## src/rtl/core/scrc_pkg.sv

```systemverilog
`timescale 1ns / 1ps
// Shared types and constants for the sector cache tag and clock-replacement controller.
// No dependencies.
package scrc_pkg;

    localparam int NUM_SLOTS = 64;
    localparam int IDX_W     = $clog2(NUM_SLOTS);
    localparam int CNT_W     = $clog2(NUM_SLOTS + 1);
    localparam int SECTOR_W  = 32;
    localparam int SLOT_W    = 6;
    localparam int CMD_W     = 2;

    typedef logic [IDX_W-1:0]    idx_t;
    typedef logic [CNT_W-1:0]    cnt_t;
    typedef logic [SECTOR_W-1:0] sector_t;
    typedef logic [SLOT_W-1:0]   slot_t;
    typedef logic [CMD_W-1:0]    cmd_t;

    localparam cmd_t CMD_READ  = 2'd0;
    localparam cmd_t CMD_WRITE = 2'd1;
    localparam cmd_t CMD_FLUSH = 2'd2;

    typedef struct packed {
        logic    rd_en;
        logic    we;
        idx_t    addr;
        sector_t wdata;
    } tag_req_t;

endpackage

```

## src/rtl/core/scrc_tag_ram.sv

```systemverilog
`timescale 1ns / 1ps
// Single-port tag memory with registered read.
// Depends on scrc_pkg.
module scrc_tag_ram
(
    input  logic               clk,
    input  scrc_pkg::tag_req_t req,
    output scrc_pkg::sector_t  rdata
);

    scrc_pkg::sector_t mem [scrc_pkg::NUM_SLOTS];

    always_ff @(posedge clk)
    begin
        if (req.we)
        begin
            mem[req.addr] <= req.wdata;
        end
        if (req.rd_en)
        begin
            rdata <= mem[req.addr];
        end
    end

endmodule

```

## src/rtl/core/sector_cache_tag_clock_replace_top.sv

```systemverilog
`timescale 1ns / 1ps
// Sector cache tag/clock-replacement controller. Tags in scrc_tag_ram, one read per cycle.
// Depends on scrc_pkg and scrc_tag_ram.
// Search: tags are read in slot order and compared against the command's sector; a hit ends
// the search. A miss fills the next never-used slot, or once all slots are filled runs the clock
// sweep (one slot per cycle) and reads the victim tag. Results pass through ST_EMIT.
// Flush: read each slot, then emit it; NUM_SLOTS transfers. One item at a time.
// Reset clears valid count, dirty and reference bits and the pointer at once; tags are not cleared.
module sector_cache_tag_clock_replace_top
(
    input  logic        clk,
    input  logic        rst_n,
    input  logic        s_tvalid,
    output logic        s_tready,
    input  logic [39:0] s_tdata,   // command[1:0], sector[33:2], zero pad
    output logic        m_tvalid,
    input  logic        m_tready,
    output logic [47:0] m_tdata,   // hit[0], slot[6:1], fill_needed[7], writeback_needed[8],
                                   // writeback_sector[40:9], zero pad
    output logic        m_tlast
);

    typedef enum logic [2:0] {
        ST_IDLE,
        ST_SEARCH,
        ST_SWEEP,
        ST_VDATA,
        ST_EMIT,
        ST_FL_RD,
        ST_FL_EMIT
    } state_t;

    localparam scrc_pkg::cnt_t FULL     = scrc_pkg::cnt_t'(scrc_pkg::NUM_SLOTS);
    localparam scrc_pkg::idx_t LAST_IDX = scrc_pkg::idx_t'(scrc_pkg::NUM_SLOTS - 1);

    function automatic scrc_pkg::idx_t ptr_inc(input scrc_pkg::idx_t p);
        ptr_inc = (p == LAST_IDX) ? '0 : p + 1'b1;
    endfunction

    state_t                       state_reg, state_next;
    scrc_pkg::cmd_t               cmd_reg, cmd_next;
    scrc_pkg::sector_t            sector_reg, sector_next;
    scrc_pkg::cnt_t               scan_reg, scan_next;
    logic                         pend_reg, pend_next;
    scrc_pkg::idx_t               pend_idx_reg, pend_idx_next;
    scrc_pkg::idx_t               victim_reg, victim_next;
    scrc_pkg::cnt_t               fill_reg, fill_next;
    scrc_pkg::idx_t               ptr_reg, ptr_next;
    logic [scrc_pkg::NUM_SLOTS-1:0] dirty_reg, dirty_next;
    logic [scrc_pkg::NUM_SLOTS-1:0] ref_reg, ref_next;
    logic                         res_hit_reg, res_hit_next;
    scrc_pkg::idx_t               res_slot_reg, res_slot_next;
    logic                         res_fill_reg, res_fill_next;
    logic                         res_wb_reg, res_wb_next;
    scrc_pkg::sector_t            res_wbsec_reg, res_wbsec_next;
    logic                         m_tvalid_reg, m_tvalid_next;
    logic                         m_hit_reg, m_hit_next;
    scrc_pkg::idx_t               m_slot_reg, m_slot_next;
    logic                         m_fill_reg, m_fill_next;
    logic                         m_wb_reg, m_wb_next;
    scrc_pkg::sector_t            m_wbsec_reg, m_wbsec_next;
    logic                         m_last_reg, m_last_next;

    scrc_pkg::tag_req_t           tag_req;
    scrc_pkg::sector_t            tag_rdata;
    logic                         out_free;
    logic                         is_write;
    logic                         fl_wb;
    scrc_pkg::idx_t               fl_idx;
    scrc_pkg::cmd_t               in_cmd;
    scrc_pkg::sector_t            in_sector;

    scrc_tag_ram u_tag_ram
    (
        .clk   (clk),
        .req   (tag_req),
        .rdata (tag_rdata)
    );

    assign in_cmd    = s_tdata[1:0];
    assign in_sector = s_tdata[33:2];
    assign out_free  = !m_tvalid_reg || m_tready;
    assign is_write  = (cmd_reg == scrc_pkg::CMD_WRITE);
    assign fl_idx    = scan_reg[scrc_pkg::IDX_W-1:0];
    assign fl_wb     = (scrc_pkg::cnt_t'(fl_idx) < fill_reg) && dirty_reg[fl_idx];

    assign s_tready = (state_reg == ST_IDLE);
    assign m_tvalid = m_tvalid_reg;
    assign m_tlast  = m_last_reg;
    assign m_tdata  = {7'd0, m_wbsec_reg, m_wb_reg, m_fill_reg,
                       scrc_pkg::slot_t'(m_slot_reg), m_hit_reg};

    always_comb
    begin
        state_next     = state_reg;
        cmd_next       = cmd_reg;
        sector_next    = sector_reg;
        scan_next      = scan_reg;
        pend_next      = pend_reg;
        pend_idx_next  = pend_idx_reg;
        victim_next    = victim_reg;
        fill_next      = fill_reg;
        ptr_next       = ptr_reg;
        dirty_next     = dirty_reg;
        ref_next       = ref_reg;
        res_hit_next   = res_hit_reg;
        res_slot_next  = res_slot_reg;
        res_fill_next  = res_fill_reg;
        res_wb_next    = res_wb_reg;
        res_wbsec_next = res_wbsec_reg;
        m_tvalid_next  = m_tvalid_reg && !m_tready;
        m_hit_next     = m_hit_reg;
        m_slot_next    = m_slot_reg;
        m_fill_next    = m_fill_reg;
        m_wb_next      = m_wb_reg;
        m_wbsec_next   = m_wbsec_reg;
        m_last_next    = m_last_reg;
        tag_req.rd_en  = 1'b0;
        tag_req.we     = 1'b0;
        tag_req.addr   = '0;
        tag_req.wdata  = sector_reg;

        unique case (state_reg)
            ST_IDLE:
            begin
                if (s_tvalid)
                begin
                    cmd_next    = in_cmd;
                    sector_next = in_sector;
                    scan_next   = '0;
                    pend_next   = 1'b0;
                    if (in_cmd == scrc_pkg::CMD_FLUSH)
                    begin
                        state_next = ST_FL_RD;
                    end
                    else if (in_cmd == scrc_pkg::CMD_READ || in_cmd == scrc_pkg::CMD_WRITE)
                    begin
                        state_next = ST_SEARCH;
                    end
                end
            end
            ST_SEARCH:
            begin
                if (pend_reg && tag_rdata == sector_reg)
                begin
                    ref_next[pend_idx_reg] = 1'b1;
                    if (is_write)
                    begin
                        dirty_next[pend_idx_reg] = 1'b1;
                    end
                    res_hit_next   = 1'b1;
                    res_slot_next  = pend_idx_reg;
                    res_fill_next  = 1'b0;
                    res_wb_next    = 1'b0;
                    res_wbsec_next = '0;
                    state_next     = ST_EMIT;
                end
                else if (scan_reg < fill_reg)
                begin
                    tag_req.rd_en = 1'b1;
                    tag_req.addr  = scan_reg[scrc_pkg::IDX_W-1:0];
                    pend_next     = 1'b1;
                    pend_idx_next = scan_reg[scrc_pkg::IDX_W-1:0];
                    scan_next     = scan_reg + 1'b1;
                end
                else if (pend_reg)
                begin
                    pend_next = 1'b0;
                end
                else if (fill_reg < FULL)
                begin
                    // never-used slot: fill in order
                    tag_req.we     = 1'b1;
                    tag_req.addr   = fill_reg[scrc_pkg::IDX_W-1:0];
                    fill_next      = fill_reg + 1'b1;
                    ref_next[fill_reg[scrc_pkg::IDX_W-1:0]]   = 1'b1;
                    dirty_next[fill_reg[scrc_pkg::IDX_W-1:0]] = is_write;
                    res_hit_next   = 1'b0;
                    res_slot_next  = fill_reg[scrc_pkg::IDX_W-1:0];
                    res_fill_next  = 1'b1;
                    res_wb_next    = 1'b0;
                    res_wbsec_next = '0;
                    state_next     = ST_EMIT;
                end
                else
                begin
                    state_next = ST_SWEEP;
                end
            end
            ST_SWEEP:
            begin
                ptr_next = ptr_inc(ptr_reg);
                if (ref_reg[ptr_reg])
                begin
                    ref_next[ptr_reg] = 1'b0;
                end
                else
                begin
                    victim_next   = ptr_reg;
                    tag_req.rd_en = 1'b1;
                    tag_req.addr  = ptr_reg;
                    state_next    = ST_VDATA;
                end
            end
            ST_VDATA:
            begin
                tag_req.we               = 1'b1;
                tag_req.addr             = victim_reg;
                dirty_next[victim_reg]   = is_write;
                ref_next[victim_reg]     = 1'b1;
                res_hit_next             = 1'b0;
                res_slot_next            = victim_reg;
                res_fill_next            = 1'b1;
                res_wb_next              = dirty_reg[victim_reg];
                res_wbsec_next           = dirty_reg[victim_reg] ? tag_rdata : '0;
                state_next               = ST_EMIT;
            end
            ST_EMIT:
            begin
                if (out_free)
                begin
                    m_tvalid_next = 1'b1;
                    m_hit_next    = res_hit_reg;
                    m_slot_next   = res_slot_reg;
                    m_fill_next   = res_fill_reg;
                    m_wb_next     = res_wb_reg;
                    m_wbsec_next  = res_wbsec_reg;
                    m_last_next   = 1'b1;
                    state_next    = ST_IDLE;
                end
            end
            ST_FL_RD:
            begin
                tag_req.rd_en = 1'b1;
                tag_req.addr  = fl_idx;
                state_next    = ST_FL_EMIT;
            end
            ST_FL_EMIT:
            begin
                if (out_free)
                begin
                    m_tvalid_next      = 1'b1;
                    m_hit_next         = 1'b0;
                    m_slot_next        = fl_idx;
                    m_fill_next        = 1'b0;
                    m_wb_next          = fl_wb;
                    m_wbsec_next       = fl_wb ? tag_rdata : '0;
                    m_last_next        = (fl_idx == LAST_IDX);
                    dirty_next[fl_idx] = 1'b0;
                    ref_next[fl_idx]   = 1'b1;
                    if (fl_idx == LAST_IDX)
                    begin
                        state_next = ST_IDLE;
                    end
                    else
                    begin
                        scan_next  = scan_reg + 1'b1;
                        state_next = ST_FL_RD;
                    end
                end
            end
            default:
            begin
                state_next = ST_IDLE;
            end
        endcase
    end

    always_ff @(posedge clk or negedge rst_n)
    begin
        if (!rst_n)
        begin
            state_reg     <= ST_IDLE;
            cmd_reg       <= scrc_pkg::CMD_READ;
            sector_reg    <= '0;
            scan_reg      <= '0;
            pend_reg      <= 1'b0;
            pend_idx_reg  <= '0;
            victim_reg    <= '0;
            fill_reg      <= '0;
            ptr_reg       <= '0;
            dirty_reg     <= '0;
            ref_reg       <= '0;
            res_hit_reg   <= 1'b0;
            res_slot_reg  <= '0;
            res_fill_reg  <= 1'b0;
            res_wb_reg    <= 1'b0;
            res_wbsec_reg <= '0;
            m_tvalid_reg  <= 1'b0;
            m_hit_reg     <= 1'b0;
            m_slot_reg    <= '0;
            m_fill_reg    <= 1'b0;
            m_wb_reg      <= 1'b0;
            m_wbsec_reg   <= '0;
            m_last_reg    <= 1'b0;
        end
        else
        begin
            state_reg     <= state_next;
            cmd_reg       <= cmd_next;
            sector_reg    <= sector_next;
            scan_reg      <= scan_next;
            pend_reg      <= pend_next;
            pend_idx_reg  <= pend_idx_next;
            victim_reg    <= victim_next;
            fill_reg      <= fill_next;
            ptr_reg       <= ptr_next;
            dirty_reg     <= dirty_next;
            ref_reg       <= ref_next;
            res_hit_reg   <= res_hit_next;
            res_slot_reg  <= res_slot_next;
            res_fill_reg  <= res_fill_next;
            res_wb_reg    <= res_wb_next;
            res_wbsec_reg <= res_wbsec_next;
            m_tvalid_reg  <= m_tvalid_next;
            m_hit_reg     <= m_hit_next;
            m_slot_reg    <= m_slot_next;
            m_fill_reg    <= m_fill_next;
            m_wb_reg      <= m_wb_next;
            m_wbsec_reg   <= m_wbsec_next;
            m_last_reg    <= m_last_next;
        end
    end

    a_fill_bound: assert property (@(posedge clk) disable iff (!rst_n)
        fill_reg <= FULL)
        else $error("fill count beyond slot count");

    a_sweep_full: assert property (@(posedge clk) disable iff (!rst_n)
        (state_reg == ST_SWEEP || state_reg == ST_VDATA) |-> fill_reg == FULL)
        else $error("clock sweep with free slots left");

    a_search_valid: assert property (@(posedge clk) disable iff (!rst_n)
        (state_reg == ST_SEARCH && pend_reg) |-> scrc_pkg::cnt_t'(pend_idx_reg) < fill_reg)
        else $error("tag compare on a never-filled slot");

    a_tag_port: assert property (@(posedge clk) disable iff (!rst_n)
        tag_req.we |-> !tag_req.rd_en)
        else $error("tag read and write in one cycle");

endmodule

```

## config.mk

```make
export PLATFORM = sky130hd
export DESIGN_NAME = sector_cache_tag_clock_replace_top
export DESIGN_NICKNAME = d
export VERILOG_FILES = /design/src/rtl/core/scrc_pkg.sv /design/src/rtl/core/scrc_tag_ram.sv /design/src/rtl/core/sector_cache_tag_clock_replace_top.sv
export SDC_FILE = /design/constraint.sdc
export NUM_CORES = 2
export LEC_CHECK = 0
export ABC_AREA = 1
export BUFFER_PORTS_ARGS = -buffer_cell sky130_fd_sc_hd__buf_2
export CORE_MARGIN = 5
export CORE_UTILIZATION = 38
export CTS_BUF_LIST = sky130_fd_sc_hd__clkbuf_8
export DETAILED_ROUTE_END_ITERATION = 10
export SYNTH_ARGS = -nofsm -noshare
export SYNTH_HDL_FRONTEND = slang
export SYNTH_SLANG_ARGS = --single-unit
```

## constraint.sdc

```tcl
create_clock -name clk -period 7.2 [get_ports clk]
set_input_delay 0.36 -clock clk [delete_from_list [all_inputs] [get_ports clk]]
set_output_delay 0.36 -clock clk [all_outputs]
set_load 0.01 [all_outputs]
```

Word-level counts from Yosys, hierarchy flattened
Memory sizes are Yosys's and may differ from the RTL's. A register that Yosys moved wholly into a read port is not among the register bits.
Index checks and enable logic that the tools add are counted.
{ "word_totals": {"register_bits": 282, "ramBits": 2048, "input_bits": 44, "out_inout_bits": 51, "word_cells": 220, "mem_count": 1} }
{ "op_classes": {"add_sub_neg": 3, "magnitude_cmp": 13, "eq_ne": 25, "n_mux": 110, "n_bitwise": 13, "reduce_logical": 32} }
{ "memory_table": {"columns": ["name", "depth", "word_bits", "read_ports", "rd_ports_with_merged_regs", "wr", "line_no", "text"], "rows": [
  ["u_tag_ram.mem", 64, 32, 1, 1, 1, "scrc_tag_ram.sv:11", "scrc_pkg::sector_t mem [scrc_pkg::NUM_SLOTS];"]
]} }
{ "ops": {"columns": ["op", "n"], "rows": [
  ["64-bit 2-to-1 mux", 12],
  ["64-bit OR", 5],
  ["32-bit 2-to-1 mux", 8],
  ["64-bit one-hot mux with 4 select lines", 1],
  ["64-bit one-hot mux with 3 select lines", 1],
  ["64-bit AND", 2],
  ["64-bit bitwise mux", 2],
  ["64-bit inverter", 2],
  ["32-bit one-hot mux with 2 select lines", 2],
  ["6-bit 2-to-1 mux", 9],
  ["7-bit 2-to-1 mux", 7],
  ["6-bit by 7-bit less-than comparator with 1-bit output (second input constant)", 5],
  ["1-bit 2-to-1 mux", 33],
  ["3-bit 2-to-1 mux", 11],
  ["32-bit == test", 1],
  ["1-bit demux with 6-bit select", 5],
  ["6-bit by 1-bit >= comparator with 1-bit output (second input constant)", 5],
  ["6-bit one-hot mux with 2 select lines", 2],
  ["6-bit one-hot mux with 4 select lines", 1],
  ["3-bit one-hot mux with 7 select lines", 1],
  ["7-bit one-hot mux with 3 select lines", 1],
  ["1-bit binary-select mux with 6-bit select", 3],
  ["1-bit one-hot mux with 2 select lines", 9],
  ["6-bit AND reduction", 3],
  ["other kinds (31)", 65]
]} }

Depth between registers and ports, before layout
{ "depth": {"depth_word": 10, "depth_mapped": 26, "ltp_nobuf": 23} }

By module
From an unflattened synthesis, not the netlist that was laid out.
{ "hier_totals": {"hier_cells": 12162, "area_unflattened_um2": 109558.8} }
{ "by_module_without_submodules": {"columns": ["module", "n_inst", "cells_each", "area_per_inst_um2", "seq_area_each_um2"], "rows": [
  ["scrc_tag_ram", 1, 8444, 86982.2, 62459.9],
  ["sector_cache_tag_clock_replace_top", 1, 3718, 22576.7, 7056.8]
]} }

Worst setup path after synthesis
No wires, ideal clock.
{ "synth_path": {"path_type": "flip-flop to flip-flop", "start": "register sector_reg[11]", "end": "memory u_tag_ram.mem[54][0] (netlist bit), enable pin", "setup_ns": 0.461, "t_arrival_ns": 5.102, "required_ns": 6.739, "path_slack_ns": 1.637, "stages_incl_launch_ff": 18, "n_path_buf": 2, "synth_period_minus_slack_ns": 5.563, "cell_sequence": "dfrtp_1 -> xnor2_1 -> nand2_1 -> nor2_1 -> nand2_1 -> nor2_1 -> nand3_1 -> buf_2 -> nand2_1 -> inv_2 -> nand2_1 -> o211ai_1 -> nor2_1 -> inv_1 -> nor2_1 -> buf_2 -> nand2_1 -> nor3_1"} }
{ "synth_between": {"elab_chain_cells": 6, "elab_cells_between_ends": 7, "classes_between": "eq/ne: 1; mux: 5; reduce/logical: 1"} }
{ "synth_lines": {"columns": ["item", "line_no", "text"], "rows": [
  ["from (decl)", "sector_cache_tag_clock_replace_top.sv:42", "scrc_pkg::sector_t sector_reg, sector_next;"],
  ["from (signal assigned)", "sector_cache_tag_clock_replace_top.sv:301", "sector_reg <= sector_next;"],
  ["32-bit == test (*)", "sector_cache_tag_clock_replace_top.sv:144", "if (pend_reg && tag_rdata == sector_reg)"],
  ["1-bit logical AND (*)", "sector_cache_tag_clock_replace_top.sv:144", null],
  ["8-bit 2-to-1 mux (*)", "sector_cache_tag_clock_replace_top.sv:144", null],
  ["1-bit one-hot mux with 2 select lines", "sector_cache_tag_clock_replace_top.sv:123", "unique case (state_reg)"],
  ["1-bit 2-to-1 mux", "scrc_tag_ram.sv:15", "if (req.we)"],
  ["1-bit 2-to-1 mux (implied by the code)", "scrc_tag_ram.sv:17", "mem[req.addr] <= req.wdata;"],
  ["to (decl)", "scrc_tag_ram.sv:11", null]
]} }
Mark *: on every way between the ends. The rest lies on a longest branch, timed or not.

Worst setup path in the final report
{ "layout_path": {"start": "register state_reg[1]", "end": "register u_tag_ram.rdata[23] (read register of u_tag_ram.mem), data pin"} }
{ "layout_between": {"elab_chain_cells": 2, "elab_cells_between_ends": 6, "classes_between": "eq/ne: 4; mux: 2"} }
{ "layout_lines": {"columns": ["item", "line_no", "text"], "rows": [
  ["from (decl)", "sector_cache_tag_clock_replace_top.sv:40", "state_t state_reg, state_next;"],
  ["from (signal assigned)", "sector_cache_tag_clock_replace_top.sv:299", "state_reg <= state_next;"],
  ["3-bit == test, or another cell as far along", "sector_cache_tag_clock_replace_top.sv:123", null],
  ["6-bit one-hot mux with 4 select lines / 1-bit one-hot mux with 3 select lines (equally long branches)", "sector_cache_tag_clock_replace_top.sv:123", null],
  ["to (decl)", "scrc_tag_ram.sv:8", "output scrc_pkg::sector_t rdata"]
]} }
Several ways; a longest one is shown, not always the timed one.
A chain may end at the register's enable or synchronous reset.

==> flow_summary.html <==
<table>
<tr><th>Metric</th><th>Value</th></tr>
<tr><th colspan="2">Critical path</th></tr>
<tr><td>Cell type of the slowest stage on the worst timing path</td><td>clkinv_2</td></tr>
<tr><td>Crit-path max cell delay</td><td>~0.63 ns</td></tr>
<tr><td>Setup Crit Path Kind</td><td>flip-flop to flip-flop</td></tr>
<tr><td>Max Fanout on Critical Path</td><td>slightly below 100</td></tr>
<tr><td>Ordered list of cells on the worst path</td><td>inv_2 &gt; nor3_2 &gt; buf_4 &gt; clkinv_2 &gt; o22ai_1 &gt; inv_1 &gt; nand2_1 &gt; inv_2 &gt; nand2_8 &gt; inv_8 &gt; buf_12 &gt; buf_4 &gt; buf_4 &gt; nand2_1 &gt; nand2_1 &gt; nand2_1 &gt; nand4_1 &gt; nand2_1 &gt; nand2_1 &gt; nor2_1 &gt; nand2_1</td></tr>
<tr><td>Worst Path Arrival</td><td>6.57 ns</td></tr>
<tr><td>Startpoint types</td><td>flip-flop</td></tr>
<tr><td>Crit-path most repeated cell</td><td>nand2_1</td></tr>
<tr><td>Required time at the endpoint of the critical path</td><td>between 7 and 8 ns</td></tr>
<tr><td>Logic depth of the worst register-to-register path</td><td>21</td></tr>
<tr><td>Sort of element at the end of the critical path</td><td>flip-flop</td></tr>
<tr><th colspan="2">STA</th></tr>
<tr><td>Setup repair after global routing missed its margin</td><td>no</td></tr>
<tr><td>Total of endpoints with negative setup slack in the final report</td><td>0</td></tr>
<tr><td>Final worst clock skew</td><td>approximately 0.13 ns</td></tr>
<tr><td>Clock period minus worst slack</td><td>slightly below 6 ns</td></tr>
<tr><td>Hold Fails Final Rpt</td><td>0</td></tr>
<tr><td>Count of pins over their slew limit</td><td>0</td></tr>
<tr><td>Headroom to the max-slew limit</td><td>0.05477</td></tr>
<tr><td>Fmax</td><td>between 150 and 200 MHz</td></tr>
<tr><td>Worst hold slack</td><td>0.1223 ns</td></tr>
<tr><td>Slew at the pin with the worst max-slew slack</td><td>1.418 ns</td></tr>
<tr><td>Sum of negative setup slack</td><td>0 ns</td></tr>
<tr><td>Share of the clock period used by the worst path after layout</td><td>0.8201</td></tr>
<tr><th colspan="2">CTS</th></tr>
<tr><td>Clock Latency Late Sink</td><td>~1.1 ns</td></tr>
<tr><td>Cell chosen for the clock root</td><td>clkbuf_8</td></tr>
<tr><td>Count of H-tree levels built during CTS</td><td>5</td></tr>
<tr><td>Clock slew at reported path FFs</td><td>0.06 ns</td></tr>
<tr><td>Deepest clock path buffer count</td><td>4</td></tr>
<tr><td>CTS tree</td><td>built</td></tr>
<tr><td>Post-cts resize count</td><td>0</td></tr>
<tr><td>Number of CTS-inserted buffers</td><td>390</td></tr>
<tr><td>CTS Sinks</td><td>around 2400</td></tr>
<tr><th colspan="2">Placement</th></tr>
<tr><td>Number of buffers inserted by port buffering</td><td>81</td></tr>
<tr><td>DPL Wire Length</td><td>204.1 mm</td></tr>
<tr><td>Gp weighted congestion</td><td>0.9236</td></tr>
<tr><th colspan="2">Yosys</th></tr>
<tr><td>XOR/XNOR Fraction of Synth Area</td><td>0.002195</td></tr>
<tr><td>Commonest register cell after synthesis</td><td>edfxtp_1</td></tr>
<tr><td>Count of flip-flops with a built-in enable after synthesis</td><td>~2100</td></tr>
<tr><td>Flop and latch count out of synthesis</td><td>2362</td></tr>
<tr><td>Synth unique cells</td><td>between 50 and 60</td></tr>
<tr><td>Cells taking the most area after synthesis</td><td>edfxtp_1 60%, nand2_1 19%, dfrtp_1 6.8%</td></tr>
<tr><td>Cell with the most instances after synthesis</td><td>nand2_1</td></tr>
<tr><td>Yosys top cell area share</td><td>0.6020</td></tr>
<tr><td>Post-synthesis cell area</td><td>about 100000 µm²</td></tr>
<tr><td>Async set-reset flop share out of synthesis</td><td>0.1194</td></tr>
<tr><td>Most frequent cells after synthesis</td><td>5235 x nand2_1, 2080 x edfxtp_1, 515 x nor2_1</td></tr>
<tr><td>Dominant combinational cell family by area after synthesis</td><td>simple AND/OR/NAND/NOR gates</td></tr>
<tr><td>Library cell with the largest summed area after synthesis</td><td>edfxtp_1</td></tr>
<tr><td>Area share of fa/ha/maj cells after synthesis</td><td>0.001085</td></tr>
<tr><td>Proportion of synthesized chip area in sequential cells</td><td>0.6700</td></tr>
<tr><td>Simple-Gate Fraction of Synth Area</td><td>0.2278</td></tr>
<tr><td>Post-Syn Instances</td><td>10530</td></tr>
<tr><td>Mean Syn Cell Area</td><td>9.852 µm²</td></tr>
<tr><td>Proportion of synthesized area in mux cells</td><td>0</td></tr>
<tr><td>Fraction of the mapped netlist area in compound gates</td><td>0.05972</td></tr>
<tr><td>Number of warning messages in the yosys log</td><td>0</td></tr>
<tr><th colspan="2">Routing</th></tr>
<tr><td>Number of vias in the routed layout</td><td>slightly below 80000</td></tr>
<tr><td>DRC errors left</td><td>0</td></tr>
<tr><td>Total routed wirelength</td><td>between 300 and 400 mm</td></tr>
<tr><td>Via-per-instance ratio</td><td>about 5.4</td></tr>
<tr><td>Antenna violation net count after detailed routing</td><td>0</td></tr>
<tr><td>First-pass detailed-route iteration total</td><td>7</td></tr>
<tr><td>Starting DRT DRC Count</td><td>10690</td></tr>
<tr><td>Average wire length per cell after detail routing</td><td>~24 µm</td></tr>
<tr><th colspan="2">Finish</th></tr>
<tr><td># nets final</td><td>about 11000</td></tr>
<tr><td>Flip-flop count of the largest register after layout</td><td>around 2000</td></tr>
<tr><td>Area used by multi-input combinational logic</td><td>between 30000 and 40000 µm²</td></tr>
<tr><td>Filler Cells Inserted</td><td>approximately 26000</td></tr>
<tr><td>FF+latch area</td><td>roughly 70000 µm²</td></tr>
<tr><td>Synth-to-Final Area Change</td><td>12.54%</td></tr>
<tr><td>Proportion of layout cells with a drive suffix above 1</td><td>0.08680</td></tr>
<tr><th colspan="2">Global route</th></tr>
<tr><td>First-pass GRT wire length</td><td>about 500 mm</td></tr>
<tr><td>Total gr overflow</td><td>0</td></tr>
<tr><td>Via count of the first global-routing pass</td><td>73660</td></tr>
<tr><td>Largest net degree at the start of global routing</td><td>191</td></tr>
<tr><td>Antenna violations before repair</td><td>16</td></tr>
<tr><td>GR Util All Layers</td><td>0.2382</td></tr>
<tr><th colspan="2">Die</th></tr>
<tr><td>Cell row count</td><td>between 150 and 200</td></tr>
<tr><td>Effective utilization at floorplan</td><td>0.3825</td></tr>
<tr><td>Die Width</td><td>~530 µm</td></tr>
<tr><td>Full die area</td><td>283600 µm²</td></tr>
<tr><td>Count of pins on the block boundary</td><td>95</td></tr>
<tr><td>Core area</td><td>271200 µm²</td></tr>
<tr><td>Die extent in y</td><td>about 530 µm</td></tr>
<tr><th colspan="2">Power and ir drop</th></tr>
<tr><td>Tot Pwr</td><td>approximately 44 mW</td></tr>
<tr><td>Leakage component of the power</td><td>about 46 nW</td></tr>
<tr><td>Max rail drop VDD</td><td>~350 µV</td></tr>
<tr><td>Ratio of total power to cell area</td><td>roughly 380 nW/µm²</td></tr>
<tr><th colspan="2">Outcome</th></tr>
<tr><td>Result of the run</td><td>completed</td></tr>
<tr><th colspan="2">Worst hold path</th></tr>
<tr><td>Kind of path behind the tightest hold check</td><td>input pin to flip-flop</td></tr>
<tr><td>Number of stages on the worst hold path</td><td>4</td></tr>
<tr><th colspan="2">Job</th></tr>
<tr><td>Max-cap violation count</td><td>0</td></tr>
</table>
final timing paths:
kind / from / endpoint / slack, ns
max: state_reg[1] / u_tag_ram.rdata[23] / 1.30
min: s_tdata[12] / sector_reg[10] / 0.12
max reg2reg: state_reg[1] / u_tag_ram.rdata[23] / 1.30
min reg2reg: res_wbsec_reg[10] / res_wbsec_reg[10] / 0.48
max in group asynchronous: rst_n / sector_reg[25] / 5.21
min in group asynchronous: rst_n / m_wbsec_reg[6] / 0.55
cell usage in the layout, fill, tap and decap left out, types with 9 or more instances in the layout:
cell type | netlist | layout
o211ai_1 | 15 | 15
nand2_1 | 5235 | 5234
o21ai_0 | 377 | 377
nand4_1 | 119 | 119
dlygate4sd3_1 | 0 | 47
ha_1 | 9 | 9
inv_1 | 392 | 521
clkinv_1 | 8 | 98
xnor2_1 | 21 | 21
a21oi_1 | 239 | 238
nor2_4 | 3 | 81
dfrtp_2 | 0 | 32
o311ai_0 | 30 | 30
a31oi_1 | 14 | 14
o31ai_1 | 12 | 12
a32oi_1 | 38 | 38
inv_2 | 18 | 18
o2111ai_1 | 34 | 34
o22ai_1 | 101 | 101
nor2_1 | 515 | 440
nand3_1 | 161 | 160
dfrtp_1 | 282 | 250
edfxtp_1 | 2080 | 2080
buf_2 | 303 | 80
buf_4 | 17 | 207
o41ai_1 | 13 | 13
o21ai_1 | 116 | 116
clkbuf_8 | 0 | 406
a22oi_1 | 31 | 31
buf_12 | 0 | 39
clkinv_2 | 0 | 43
a221oi_1 | 10 | 10
nor3_1 | 59 | 56
stage by stage:
stage | std cells | area (µm²) | setup WS (ns) | util
global placement | 13900 | 109200 | 1.458 | 0.4025
finish | 14650 | 116800 | 1.295 | 0.4305
global route | 14640 | 116800 | 1.188 | 0.4305
detailed placement | 13900 | 109200 | 1.377 | 0.4025
CTS | 14640 | 116700 | 1.349 | 0.4304
floorplan | 10540 | 103800 | 1.637 | -
routing by layer:
metal / vias to the layer above / part of all wire / GRT usage
li1: 35700 / - / -
met1: 38200 / 0.41 / 0.3339
met2: 4314 / 0.44 / 0.3635
met3: 720 / 0.11 / 0.05133
met4: 0 / 0.042 / 0.09071
met5: - / 0 / 0
cell families after synthesis:
group	Yosys count
adder cells (fa/ha/maj)	9
AND/OR/NAND/NOR	6114
XOR/XNOR	26
AO/OA/AOI/OAI	1062
flip-flops	2362
buffers and inverters	957
other	1
worst max-delay path: cells and delay by family, from the launching register on:
| kind | cells | cell delay, ns |
|---|---|---|
| buf+inv | 9 | 2.75 |
| simple gates | 11 | 1.87 |
| flops | 1 | 0.48 |
| compound gates | 1 | 0.33 |
what timing repair did:
action,in CTS,in global routing
setup buffers,0,0
endpoints found under the setup margin,0,0
hold endpoints to repair,145,0
hold buffers,47,0
report_power, final:
part / internal [mW] / switching (mW) / total [mW]
sequential: 17.4 / 1.08 / 18.5
clock: 5.43 / 5.51 / 10.9
combinational: 3.30 / 11.5 / 14.8
area by class of cell:
class / instances / share of cell area
well taps: 3570 / 0.03826
diodes: 5 / 0.0001072
clock buffers: 406 / 0.04786
multi-input cells: 7218 / 0.2640
flip-flops and latches: 2362 / 0.5957
repair buffers: 374 / 0.02758
inverters: 419 / 0.01357
clock inverters: 292 / 0.01292
Note: power is estimated with default switching activity, not from simulation.
